$ cat src/rtl/core/dynamic_quantum_ready_queue_macros.svh
// Assertion macros for the dynamic quantum ready queue.
// Included by the RTL files that carry concurrent checks; no other dependencies.
`ifndef DYNAMIC_QUANTUM_READY_QUEUE_MACROS_SVH
`define DYNAMIC_QUANTUM_READY_QUEUE_MACROS_SVH

// Same-cycle implication, disabled while reset is low
`define DQRQ_ASSERT_NOW(label, clk, rst_n, ante, cons, msg) \
    label: assert property (@(posedge clk) disable iff (!(rst_n)) (ante) |-> (cons)) \
        else $error(msg);

// Next-cycle implication, disabled while reset is low
`define DQRQ_ASSERT_NEXT(label, clk, rst_n, ante, cons, msg) \
    label: assert property (@(posedge clk) disable iff (!(rst_n)) (ante) |=> (cons)) \
        else $error(msg);

`endif

$ cat src/rtl/core/dqrq_pkg.sv
// Shared constants, types and codes of the dynamic quantum ready queue.
// No dependencies; imported by every module of the block.
package dqrq_pkg;

    localparam int QUEUE_DEPTH = 16;
    localparam int NUM_CLASSES = 4;
    localparam int TIME_BITS   = 16;

    // Storage geometry
    localparam int NUM_FIFOS  = 2 * NUM_CLASSES;
    localparam int NUM_SLOTS  = NUM_FIFOS * QUEUE_DEPTH;
    localparam int FIFO_W     = $clog2(NUM_FIFOS);
    localparam int SLOT_W     = (QUEUE_DEPTH > 1) ? $clog2(QUEUE_DEPTH) : 1;
    localparam int CLS_W      = (NUM_CLASSES > 1) ? $clog2(NUM_CLASSES) : 1;
    localparam int FILL_W     = $clog2(QUEUE_DEPTH + 1);
    localparam int ADDR_W     = FIFO_W + SLOT_W;
    localparam int MEM_DEPTH  = 1 << ADDR_W;

    // Arithmetic widths
    localparam int TIME_W     = TIME_BITS;
    localparam int CNT_W      = $clog2(NUM_SLOTS + 1);
    localparam int TOTAL_W    = TIME_BITS + $clog2(NUM_SLOTS);
    localparam int QMAX_W     = 16;
    localparam int QMAX_RESET = 16;

    // Stream payload widths
    localparam int IN_DATA_W  = 40;
    localparam int OUT_DATA_W = 64;

    typedef enum logic {
        CMD_PUSH  = 1'b0,
        CMD_FETCH = 1'b1
    } t_cmd;

    typedef enum logic [1:0] {
        ST_OK    = 2'd0,
        ST_EMPTY = 2'd1,
        ST_FULL  = 2'd2
    } t_status;

    typedef struct packed {
        logic [15:0]       tag;
        logic [TIME_W-1:0] burst;
    } t_entry;

    typedef struct packed {
        logic              we;
        logic [ADDR_W-1:0] waddr;
        t_entry            wdata;
        logic [ADDR_W-1:0] raddr;
    } t_mem_req;

endpackage

$ cat src/rtl/core/dqrq_store.sv
// Entry memory of all short and long FIFOs, addressed by FIFO index and slot.
// Depends on dqrq_pkg for the entry type and address width.
module dqrq_store (
    input  logic                 i_clk,
    input  dqrq_pkg::t_mem_req   i_req,
    output dqrq_pkg::t_entry     o_rdata
);
    import dqrq_pkg::*;

    t_entry r_mem [MEM_DEPTH];
    t_entry r_rdata;

    // One write port, one registered read port
    always_ff @(posedge i_clk) begin
        if (i_req.we) begin
            r_mem[i_req.waddr] <= i_req.wdata;
        end
        r_rdata <= r_mem[i_req.raddr];
    end

    assign o_rdata = r_rdata;

endmodule

$ cat config.mk
export PLATFORM = sky130hd
export DESIGN_NAME = dqrq_store
export DESIGN_NICKNAME = d
export VERILOG_FILES = /design/src/rtl/core/dynamic_quantum_ready_queue_macros.svh /design/src/rtl/core/dqrq_pkg.sv /design/src/rtl/core/dqrq_store.sv
export SDC_FILE = /design/constraint.sdc
export NUM_CORES = 2
export LEC_CHECK = 0
export ABC_CLOCK_PERIOD_IN_PS = 5760
export BUFFER_PORTS_ARGS = -buffer_cell sky130_fd_sc_hd__buf_4
export CORE_ASPECT_RATIO = 1.5
export CORE_UTILIZATION = 62
export CTS_BUF_LIST = sky130_fd_sc_hd__clkbuf_2
export DETAILED_ROUTE_END_ITERATION = 6
export PLACE_DENSITY = 0.78
export SYNTH_ARGS = -nofsm -noshare
export SYNTH_HDL_FRONTEND = slang
export SYNTH_SLANG_ARGS = --single-unit
$ cat constraint.sdc
create_clock -name i_clk -period 5.76 [get_ports i_clk]
set_clock_uncertainty 0.05 [all_clocks]
set_input_delay 1.152 -clock i_clk [delete_from_list [all_inputs] [get_ports i_clk]]
set_output_delay 1.152 -clock i_clk [all_outputs]
set_load 0.01 [all_outputs]
# ---- Yosys cells after proc, flatten, opt, wreduce, memory -nomap -nowiden
# Memories as Yosys holds them, arrays and structs flattened. A register that Yosys moved wholly into a read port is not among the register bits.
# Cells that the tools add are included.
dict set report classes {
  n_mux 2
}
# cell count
set op_table {}
lappend op_table {{$mux W1} 2}
dict set report totals {
  regBits 0
  ram_bits 4096
  input_bits 48
  elab_cells 3
  mem_count 1
}
# memory words width read_ports rd_ports_with_merged_regs wr line_no
set memory_table {}
lappend memory_table {r_mem 128 32 1 1 1 dqrq_store.sv:10} ;# t_entry r_mem [MEM_DEPTH];

# ---- Longest topological paths before layout
dict set report logic_depth {
  depth_word 2
  depth_mapped 8
}

# ---- Worst setup path after synthesis
# OpenSTA, ideal clock, no wires.
dict set report synth_timing {
  path_type {input -> register}
  startpoint {input port i_req[46] (netlist name)}
  endpoint {memory r_mem[98][0] (netlist name) (enable)}
  setup_time_ps 461
  t_arrival_ps 3930
  slack_ps 1319
  stages 3
  path_cell_list {clkbuf_1 -> nand4_1 -> nor3_1}
}
dict set report synth_between {
  elab_chain_cells 2
}
# element line_no
set synth_rtl {}
lappend synth_rtl {{start, declared} dqrq_store.sv:5} ;# input dqrq_pkg::t_mem_req i_req,
lappend synth_rtl {{$mux W1} dqrq_store.sv:15} ;# if (i_req.we) begin
lappend synth_rtl {{$mux W1 (implied by the code)} dqrq_store.sv:16} ;# r_mem[i_req.waddr] <= i_req.wdata;
lappend synth_rtl {{end, declared} dqrq_store.sv:10}
# No other way between the ends.

# ---- Worst setup path after layout
dict set report layout_timing {
  startpoint {register, netlist name o_rdata[28]}
  endpoint {output port o_rdata[28] (netlist name)}
}
# element line_no
set layout_lines {}
lappend layout_lines {{end, declared} dqrq_store.sv:6} ;# output dqrq_pkg::t_entry o_rdata
# No word-level cell between the ends.

==> run metrics <==
required time of the critical path=about 4.6 ns; met1 layer wirelength in the final routing=~130 mm; count of state elements after synthesis=between 4000 and 5000; number of detailed-routing iterations run before antenna repair=7; cell depth of the worst hold path=3; category of cells accounting for the largest share of critical-path delay=flip-flops; initial core utilization=0.624; clock input transition at the sequential cells of the worst setup and hold paths=0.12 ns; number of clock sinks seen by CTS=4128; hold path start=i_req[6]; critical path cell sequence=buf_4; maximum number of pins on one net before global-route repair=slightly below 100; area of all placed cells without fillers=around 0.17 mm2; uppermost layer routed=met5; global-route usage over all layers=0.333; IO Port Bufs=between 70 and 80; relative slew slack=0.225; category of the most critical setup path=flop to output pin; setup slack of the worst register-to-register path=around 3.0 ns; data arrival time of the worst path=~2.9 ns; signed area change from the synthesized netlist to the final layout=9.86%; post-synthesis cell area=approximately 0.16 mm2; detailed-route DRC error count=1; violations in the final reports=design-rule violations; number of global-route vias before repair=77500; Setup violations, final=0; number of antenna violations at the first check in global routing=between 70 and 80; highest cell delay on the worst timing path=0.81 ns; share of the clock period used by the worst path after layout=0.711; Max Cap Violations=0; fraction of post-synthesis cell area in the top cell type by area=0.787; capture endpoint of the worst hold path=o_rdata[4]; number of distinct standard cells referenced by the synthesized netlist=17; Tightest Hold Check Type=primary input to flop; total congestion overflow after global routing=0; pwr dens=311 mW/mm2; ranking of synthesized cells by area=sky130_fd_sc_hd__edfxtp_1, sky130_fd_sc_hd__mux4_2, sky130_fd_sc_hd__clkbuf_1; RSZ-0062 raised after global routing=no; fin nets=roughly 7000; Reg-to-Reg End=o_rdata[12]; Routed WL per cell=38.3 um; Clock Path Buffers=4; actual slew at the worst max-slew pin=about 1.2 ns; number of levels the H-tree was split into=6; type of element capturing the critical path=output pin; Max Freq=244 MHz; Chip Height=617 um; DR WL met3=50.0 mm; CTS tree=done; ratio of routed vias to standard cells=6.98; Buffers & Inverters on Critical Path=1; result of the run=finished, violations left; leakage power=roughly 54 nW; routability congestion estimate=between 0.8 and 0.9; postcts setup bufs=0; startpoint of the most critical register-to-register path=r_mem[84][12]; via count=~76000; final count of pins violating max slew=0; part of the Yosys area used for sequential elements=0.791; wire length of the first global-routing pass=~580 mm; largest fanout on the critical path=1; width of the die=between 400 and 500 um; row count=around 230; instance area after placement=around 0.16 mm2; cells on worst reg2reg path=4; antenna viol nets, final=0; Fin Setup TNS=0 ns; startpoint class of the critical path=flop; shortest clock period the worst path allows after layout=just over 4 ns; number of cells on the critical path=1; buffer type at the clock tree root=sky130_fd_sc_hd__clkbuf_2; number of failing hold endpoints at the final stage=0; clock latency on the worst-skew pair=1.86 ns; crit path max-delay cell type=sky130_fd_sc_hd__dfxtp_1; TritonCTS Buffers=836; cell taking the most area after synthesis=sky130_fd_sc_hd__edfxtp_1; Iter 0 DRT Violations=between 10000 and 15000; number of nets in the synthesized netlist=6038; routed wire length on met2=207 mm; DPL Wire Length=around 240 mm; average cell area after synthesis=between 20 and 30 um2; hold buffers post-CTS=42; area of the placeable core=0.251 mm2; total wire length after detailed routing=between 400 and 500 mm; post-cts sizing count=0; synth warn=0; peak supply drop=between 0.0001 and 0.00015 V; Ports=80; DIE AREA=~0.25 mm2; post-synthesis cell count=~6000; share of final-layout standard cells stronger than drive strength 1=0.419
worst min-delay path: cells and delay by family:
| kind | cells | cell delay (ns) |
|---|---|---|
| buf+inv | 1 | 0.35 |
| mux | 2 | 0.47 |
cell usage after synthesis (all sizes together):
| cell type | instances |
|---|---|
| or3 | 1 |
| clkbuf | 182 |
| mux4 | 1344 |
| nand3 | 12 |
| dfxtp | 32 |
| nor2 | 122 |
| edfxtp | 4096 |
| nand2b | 2 |
| nand2 | 14 |
| mux2 | 32 |
| nor3 | 9 |
| nand4 | 3 |
| nor2b | 7 |
| buf | 134 |
state kept, by name, indices dropped and copies added (netlist names):
name,flops
o_rdata,32
r_mem,4096
per-stage QoR:
stage | hold slack, ns | utilization | instances | worst slack (ns) | total power, mW
after floorplan | 1.02 | - | 5990 | 1.32 | 35.5
after global placement | 1.07 | 0.653 | 9347 | 1.18 | 37.0
after detailed placement | 1.08 | 0.653 | 9347 | 1.16 | 37.1
after CTS | 0.00576 | 0.684 | 10900 | 1.62 | 53.5
after global routing | 0.0820 | 0.685 | 10900 | 1.65 | 54.9
final | 0.141 | 0.685 | 10900 | 1.67 | 53.4
layout make-up:
cell class | instances | area [um2]
tap | 3291 | 4120
clock inverter | 280 | 1470
clock buffer | 1197 | 5990
timing repair buffer | 424 | 3990
antenna | 77 | 193
sequential | 4128 | 124000
fill | 14500 | 78900
multi-input combinational | 1546 | 32300
per-layer routing:
layer	track usage	up-vias
li1	-	28900
met1	0.414	39700
met2	0.529	6631
met3	0.0701	1094
met4	0.230	36
met5	0	-
kinds of logic after synthesis:
| kind of cell | count (synthesis) | share of synthesized area |
|---|---|---|
| and+or+nand+nor | 170 | 0.00446 |
| buffers and inverters | 316 | 0.00839 |
| DFF | 4128 | 0.791 |
| muxes | 1376 | 0.196 |
how the worst max path moves through the flow:
stage | slack (ns) | start | endpoint
after detailed placement | 1.16 | i_req[0] | o_rdata[0]
after floorplan | 1.32 | i_req[46] | r_mem[98][0]
after CTS | 1.62 | o_rdata[28] | o_rdata[28]
after global placement | 1.18 | i_req[0] | o_rdata[0]
after global routing | 1.65 | o_rdata[28] | o_rdata[28]
final | 1.67 | o_rdata[28] | o_rdata[28]
cells in the final DEF (no fill, tap or decap):
cell                            count
sky130_fd_sc_hd__edfxtp_1        4096
sky130_fd_sc_hd__mux4_2          1344
sky130_fd_sc_hd__clkbuf_2        1197
sky130_fd_sc_hd__buf_4            325
sky130_fd_sc_hd__clkinv_1         197
sky130_fd_sc_hd__nor2_4           119
sky130_fd_sc_hd__diode_2           77
sky130_fd_sc_hd__buf_12            52
sky130_fd_sc_hd__clkinv_2          42
sky130_fd_sc_hd__dlygate4sd3_1     42
sky130_fd_sc_hd__mux2_2            32
sky130_fd_sc_hd__dfxtp_1           32
sky130_fd_sc_hd__inv_2             15
sky130_fd_sc_hd__clkinvlp_4        12
sky130_fd_sc_hd__bufinv_16         12
sky130_fd_sc_hd__nand2_1           11
sky130_fd_sc_hd__nor3_2             9
sky130_fd_sc_hd__nand3_1            8
sky130_fd_sc_hd__nor2b_1            7
sky130_fd_sc_hd__nand3_2            4
sky130_fd_sc_hd__nor2_1             3
sky130_fd_sc_hd__nand4_1            3
sky130_fd_sc_hd__nand2_2            3
sky130_fd_sc_hd__buf_8              3
sky130_fd_sc_hd__nand2b_1           2
sky130_fd_sc_hd__or3_1              1
sky130_fd_sc_hd__clkinv_4           1
sky130_fd_sc_hd__inv_6              1
sky130_fd_sc_hd__buf_16             1
sky130_fd_sc_hd__buf_6              1
report_power, final:
group | leakage, nW | switching [mW] | total (mW) | internal, mW
Clock | 5.69 | 10.8 | 16.9 | 6.12
Sequential | 37.1 | 0.134 | 33.3 | 33.1
Combinational | 11.2 | 2.01 | 3.28 | 1.27
Total | 54.0 | 12.9 | 53.4 | 40.5
(Power assumes the default switching activity.)
