## src/rtl/core/dynamic_quantum_ready_queue_macros.svh

```systemverilog
// Assertion macros for the dynamic quantum ready queue.
// Included by the RTL files that carry concurrent checks; no other dependencies.
`ifndef DYNAMIC_QUANTUM_READY_QUEUE_MACROS_SVH
`define DYNAMIC_QUANTUM_READY_QUEUE_MACROS_SVH

// Same-cycle implication, disabled while reset is low
`define DQRQ_ASSERT_NOW(label, clk, rst_n, ante, cons, msg) \
    label: assert property (@(posedge clk) disable iff (!(rst_n)) (ante) |-> (cons)) \
        else $error(msg);

// Next-cycle implication, disabled while reset is low
`define DQRQ_ASSERT_NEXT(label, clk, rst_n, ante, cons, msg) \
    label: assert property (@(posedge clk) disable iff (!(rst_n)) (ante) |=> (cons)) \
        else $error(msg);

`endif

```

## src/rtl/core/dqrq_pkg.sv

```systemverilog
// Shared constants, types and codes of the dynamic quantum ready queue.
// No dependencies; imported by every module of the block.
package dqrq_pkg;

    localparam int QUEUE_DEPTH = 16;
    localparam int NUM_CLASSES = 4;
    localparam int TIME_BITS   = 16;

    // Storage geometry
    localparam int NUM_FIFOS  = 2 * NUM_CLASSES;
    localparam int NUM_SLOTS  = NUM_FIFOS * QUEUE_DEPTH;
    localparam int FIFO_W     = $clog2(NUM_FIFOS);
    localparam int SLOT_W     = (QUEUE_DEPTH > 1) ? $clog2(QUEUE_DEPTH) : 1;
    localparam int CLS_W      = (NUM_CLASSES > 1) ? $clog2(NUM_CLASSES) : 1;
    localparam int FILL_W     = $clog2(QUEUE_DEPTH + 1);
    localparam int ADDR_W     = FIFO_W + SLOT_W;
    localparam int MEM_DEPTH  = 1 << ADDR_W;

    // Arithmetic widths
    localparam int TIME_W     = TIME_BITS;
    localparam int CNT_W      = $clog2(NUM_SLOTS + 1);
    localparam int TOTAL_W    = TIME_BITS + $clog2(NUM_SLOTS);
    localparam int QMAX_W     = 16;
    localparam int QMAX_RESET = 16;

    // Stream payload widths
    localparam int IN_DATA_W  = 40;
    localparam int OUT_DATA_W = 64;

    typedef enum logic {
        CMD_PUSH  = 1'b0,
        CMD_FETCH = 1'b1
    } t_cmd;

    typedef enum logic [1:0] {
        ST_OK    = 2'd0,
        ST_EMPTY = 2'd1,
        ST_FULL  = 2'd2
    } t_status;

    typedef struct packed {
        logic [15:0]       tag;
        logic [TIME_W-1:0] burst;
    } t_entry;

    typedef struct packed {
        logic              we;
        logic [ADDR_W-1:0] waddr;
        t_entry            wdata;
        logic [ADDR_W-1:0] raddr;
    } t_mem_req;

endpackage

```

## src/rtl/core/dqrq_div.sv

```systemverilog
// Restoring serial divider, one quotient bit per cycle, for the quantum average.
// Depends on dqrq_pkg for the total and count widths.
module dqrq_div (
    input  logic                         i_clk,
    input  logic                         i_rst_n,
    input  logic                         i_start,
    input  logic [dqrq_pkg::TOTAL_W-1:0] i_dividend,
    input  logic [dqrq_pkg::CNT_W-1:0]   i_divisor,
    output logic                         o_done,
    output logic [dqrq_pkg::TOTAL_W-1:0] o_quotient
);
    import dqrq_pkg::*;

    localparam int STEP_W = $clog2(TOTAL_W + 1);

    logic              r_busy;
    logic              r_done;
    logic [STEP_W-1:0] r_step;
    logic [TOTAL_W-1:0] r_quo;
    logic [CNT_W-1:0]  r_rem;
    logic [CNT_W-1:0]  r_div;

    logic [CNT_W:0]    w_shift;
    logic [CNT_W:0]    w_diff;
    logic              w_ge;

    // Trial subtract of the divisor from the shifted partial remainder
    always_comb begin
        w_shift = {r_rem, r_quo[TOTAL_W-1]};
        w_diff  = w_shift - {1'b0, r_div};
        w_ge    = (w_shift >= {1'b0, r_div});
    end

    // Step control
    always_ff @(posedge i_clk) begin
        if (!i_rst_n) begin
            r_busy <= 1'b0;
            r_done <= 1'b0;
            r_step <= '0;
        end else begin
            r_done <= 1'b0;
            if (i_start) begin
                r_busy <= 1'b1;
                r_step <= STEP_W'(TOTAL_W);
            end else if (r_busy) begin
                r_step <= r_step - 1'b1;
                if (r_step == STEP_W'(1)) begin
                    r_busy <= 1'b0;
                    r_done <= 1'b1;
                end
            end
        end
    end

    // Shift dividend into quotient, keep the running remainder
    always_ff @(posedge i_clk) begin
        if (i_start) begin
            r_quo <= i_dividend;
            r_rem <= '0;
            r_div <= i_divisor;
        end else if (r_busy) begin
            r_quo <= {r_quo[TOTAL_W-2:0], w_ge};
            r_rem <= w_ge ? w_diff[CNT_W-1:0] : w_shift[CNT_W-1:0];
        end
    end

    assign o_done     = r_done;
    assign o_quotient = r_quo;

endmodule

```

## config.mk

```make
export PLATFORM = sky130hd
export DESIGN_NAME = dqrq_div
export DESIGN_NICKNAME = d
export VERILOG_FILES = /design/src/rtl/core/dynamic_quantum_ready_queue_macros.svh /design/src/rtl/core/dqrq_pkg.sv /design/src/rtl/core/dqrq_div.sv
export SDC_FILE = /design/constraint.sdc
export NUM_CORES = 1
export LEC_CHECK = 0
export BUFFER_PORTS_ARGS = -buffer_cell sky130_fd_sc_hd__buf_2
export CAP_MARGIN = 15
export CORE_MARGIN = 1
export CORE_UTILIZATION = 57
export DETAILED_ROUTE_END_ITERATION = 16
export PLACE_DENSITY = 0.95
export SLEW_MARGIN = 20
export SYNTH_ARGS = -nofsm -noshare
export SYNTH_HDL_FRONTEND = slang
export SYNTH_SLANG_ARGS = --single-unit
```

## constraint.sdc

```tcl
create_clock -name i_clk -period 4.1 [get_ports i_clk]
set_clock_uncertainty 0.1 [all_clocks]
set_input_delay 0 -clock i_clk [delete_from_list [all_inputs] [get_ports i_clk]]
set_output_delay 0 -clock i_clk [all_outputs]
set_load 0.01 [all_outputs]
```

; ---- Yosys cells after proc, flatten, opt, wreduce, memory -nomap -nowiden
; Index checks and enable logic that the tools add are counted.
[op_classes]
add_sub_neg = 2
multipliers = 0
div_mod_pow = 0
order_cmp = 1
n_eq_ne = 1
shifts = 0
muxes = 9
bitwise_logic = 2
n_reduce_logical = 3
[op_table]
columns = op, n
row1 = 23-bit two-way mux, 2
row2 = 5-bit two-way mux, 2
row3 = 9-bit by 8-bit >= comparator with 1-bit output, 1
row4 = 8-bit two-way mux, 1
row5 = 8-bit subtractor, 1
row6 = 5-bit by 1-bit equality test with 1-bit output (second input constant), 1
row7 = 5-bit by 1-bit subtractor with 5-bit output (second input constant), 1
row8 = 1-bit two-way mux, 4
row9 = 3-bit OR reduction, 1
row10 = 1-bit inverter, 2
row11 = 2-bit nonzero test, 1
row12 = 2-bit OR reduction, 1
[word_totals]
ff_bits = 46
latch_bits = 0
ram_bits = 0
romBits = 0
input_bits = 34
output_inout_bits = 24
mem_count = 0

; ---- Longest topological paths before layout
[depth]
depth_word = 4
mapped_depth = 8
ltp_nobuf = 8

; ---- Least setup slack after synthesis
; OpenSTA, ideal clock, no wires.
[synth_timing]
kind = register to register
startpoint = register r_quo[22] (netlist: o_quotient[22])
endpoint = register r_rem[6]
setup_ps = 84
arrival_ps = 1766
t_required_ps = 3916
path_slack_ps = 2150
stages_incl_launch_ff = 9
path_buffers = 0
synth_period_minus_slack_ps = 1950
path_cell_list = edfxtp_1 inv_1 ha_1 fa_1 nand2b_1 a21oi_1 or4_1 and4_1 o31ai_2
[synth_via]
elab_chain_cells = 2
word_cells_on_any_way = 3
cone_classes = add/sub: 1 / order compare: 1 / mux: 1
[synth_rtl]
columns = item, line
row1 = "start, declared", dqrq_div.sv:19  ; logic [TOTAL_W-1:0] r_quo;
row2 = "start signal, assigned", dqrq_div.sv:58  ; r_quo <= i_dividend;
row3 = "start signal, assigned", dqrq_div.sv:62  ; r_quo <= {r_quo[TOTAL_W-2:0], w_ge};
row4 = 8-bit subtractor or 9-bit by 8-bit >= comparator with 1-bit output (tied branches), "dqrq_div.sv:30, dqrq_div.sv:31"
row5 = 8-bit two-way mux (*), dqrq_div.sv:63  ; r_rem <= w_ge ? w_diff[CNT_W-1:0] : w_shift[CNT_W-1:0];
row6 = "end signal, assigned", dqrq_div.sv:63
row7 = "end, declared", dqrq_div.sv:20  ; logic [CNT_W-1:0] r_rem;
; Mark *: on every way between the ends. The rest lies on a longest branch, timed or not.
; A chain may end at the register's enable or synchronous reset.

; ---- Worst setup path after layout
; Same ends and word-level chain as after synthesis.

==> metrics <==
nets@finish about 330; placed insts 290; cts bufs inserted 5; diode count 0; post-CTS setup buffer count 0; H-tree depth 2; fin. max-slew vios 0; maxcap violations 0; largest net degree at the start of global routing 43; clk buf depth 2; EDFF count, synth 31; power per cell area around 360 nW/um2; RSZ-0062 raised after global routing false; GPL Wtd Cong 0.842; Ys Warns 0; worst slew pin tran approximately 0.91 ns; total core area 3740 um2; CP startpoint kind flip-flop; Async SR Flop Fraction 0%; area delta synth->final 31.5%; PortBufs 57; CTS tree built; vias in the first global route 2012; Worst Path Required 4.23 ns; top cells by area, synth edfxtp_1, dfxtp_1, mux2_2; CP max stage delay 0.42 ns; Worst VDD drop 355 uV; Cell Rows 22; Ports 58; status finished clean; Setup crit end kind flip-flop; Setup WS pre-CTS around 2.1 ns; Final Non-Filler Cells between 300 and 400; Bufs and invs on worst path 1; Synth area leader edfxtp_1; Die W 65.3 um; initial core utilization approximately three fifths; Mapped Avg Cell Area 12.0 um2; DRC Markers 0; Slew headroom between 30% and 40%; setup ws final 1.86 ns; Hold Vio Cnt, Final 0; wire per inst 19.9 um; clk slew on worst S/H paths 0.08 ns; HP Class in -> reg; CP Max Fanout 3; Top Family by Delay on Critical Path adder cells; setup violators final 0; vias post-DR 1916; accumulated negative setup slack 0 ns; crit path kind reg -> reg; CTS root buffer clkbuf_8; Critical-path top delay cell fa_1; Pleak 1.28 nW; Initial DRT Pass Iterations 4; Mapped Nets 235; Final HPWL DP 3.20 mm; sequential fraction of the synthesis area 53.9%; # fillers 191; most used flip-flop cell after synthesis edfxtp_1; die height 65.3 um; Routed WL 6.57 mm; Clk Latency, worst-skew pair 0.31 ns; distinct cell type count after synthesis 40; die area about 4300 um2; post-synth top area share 40.7%; #FFs+latches synth 46; Sink Count 46; Post-Syn Instances 190; Total GRT Usage 33.7%; global-route wire length before repair 10.2 mm; CP arrival 2.36 ns; Final min period 2.24 ns; crit-path cells inv_1, ha_1, fa_1, nand2b_1, a21oi_1, nand3_1, and4_1, o31ai_2; Syn Std Cell Area 2280 um2; 1st-iter DRT viols 173; post-route ant nets 0; Final Cycle Share 54.6%; initial antenna violation count 0; GRT Residual Overflow 0; layout cells sized above 1 33.7%; routed vias/inst 5.81; max frequency 447 MHz
[placed cells by master, fill, tap and decap left out, drive strengths merged, types with 2 or more instances in the layout]
master / n
mux2: 24
xnor2: 5
nand2: 12
nor2b: 3
dlygate4sd3: 32
xor2: 4
o31ai: 2
nand3: 2
o21ai: 6
a211oi: 2
a31o: 2
a21oi: 8
inv: 15
nor2: 21
dfxtp: 15
nor3: 4
buf: 58
mux2i: 4
clkbuf: 8
edfxtp: 31
nand2b: 3
ha: 10
[flip-flops by register name, indices dropped and copies added (netlist names)]
name	cells
o_quotient	23
r_div	8
r_rem	8
r_step	5
o_done	1
r_busy	1
[area by class of cell]
class	count	area (um2)	area share, %
timing repair buffer	90	613	20.4
inverter	15	56.3	1.87
multi-input combinational	123	963	32.1
clock buffer	8	80.1	2.67
tap	48	60.1	2.00
sequential	46	1230	41.0
[synth_stat cells (all sizes together), types with 4 or more instances]
library cell / n
nand2: 12
o21ai: 6
nor3: 4
a21oi: 8
xor2: 4
xnor2: 5
nor2: 21
mux2: 24
ha: 10
dfxtp: 15
inv: 15
buf: 4
edfxtp: 31
mux2i: 4
[per-layer routing]
layer	vias to the layer above	part of all wire, %	wire [um]	GRT usage, %
li1	858	-	-	-
met1	896	36	2400	38.3
met2	131	51	3380	57.3
met3	31	8.0	524	7.64
met4	0	4.1	272	20.1
met5	-	0	0	0
[worst paths after layout]
path | from | to | slack (ns) | cells after the start
worst min-delay path | i_start | r_div[7]$_DFFE_PP_ | 0.19 | 2
worst max register to register | o_quotient[22]$_DFFE_PP_ | r_rem[6]$_SDFFE_PP0P_ | 1.86 | 8
worst max-delay path | o_quotient[22]$_DFFE_PP_ | r_rem[6]$_SDFFE_PP0P_ | 1.86 | 8
worst min register to register | r_rem[6]$_SDFFE_PP0P_ | r_rem[6]$_SDFFE_PP0P_ | 0.40 | 2
[per-stage QoR]
| step | total power [mW] | area (um2) | hold WS, ns | util, % |
|---|---|---|---|---|
| 6_report | 1.07 | 3000 | 0.195 | 80.2 |
| 5_1_grt | 1.10 | 3000 | 0.208 | 80.2 |
| 4_1_cts | 1.03 | 3000 | 0.198 | 80.2 |
| 3_5_place_dp | 0.747 | 2600 | 0.0788 | 69.6 |
| 3_3_place_gp | 0.739 | 2600 | 0.0770 | 69.6 |
| 2_1_floorplan | 0.684 | 2280 | -0.00113 | - |
[cell families (layout without fill, tap and decap cells)]
group           after synthesis  count (layout)  synth area share [%]
simple gates                 50              50                  10.4
flops                        46              46                  53.9
mux                          28              28                  13.7
compound gates               25              25                  8.27
buf+inv                      21             113                  3.94
fa+ha+maj                    11              11                  6.35
xor+xnor                      9               9                  3.45
[power breakdown]
group	internal (mW)	switching [mW]
clock	0.122	0.162
sequential	0.541	0.0282
combinational	0.105	0.113
total	0.767	0.303
[timing repair]
| action | 4_1_cts | 5_1_grt |
|---|---|---|
| hold buffers | 32 | 0 |
| gates resized for setup | 0 | 0 |
| endpoints found under the hold margin | 38 | 0 |
Power figures use the tool's default switching activity.
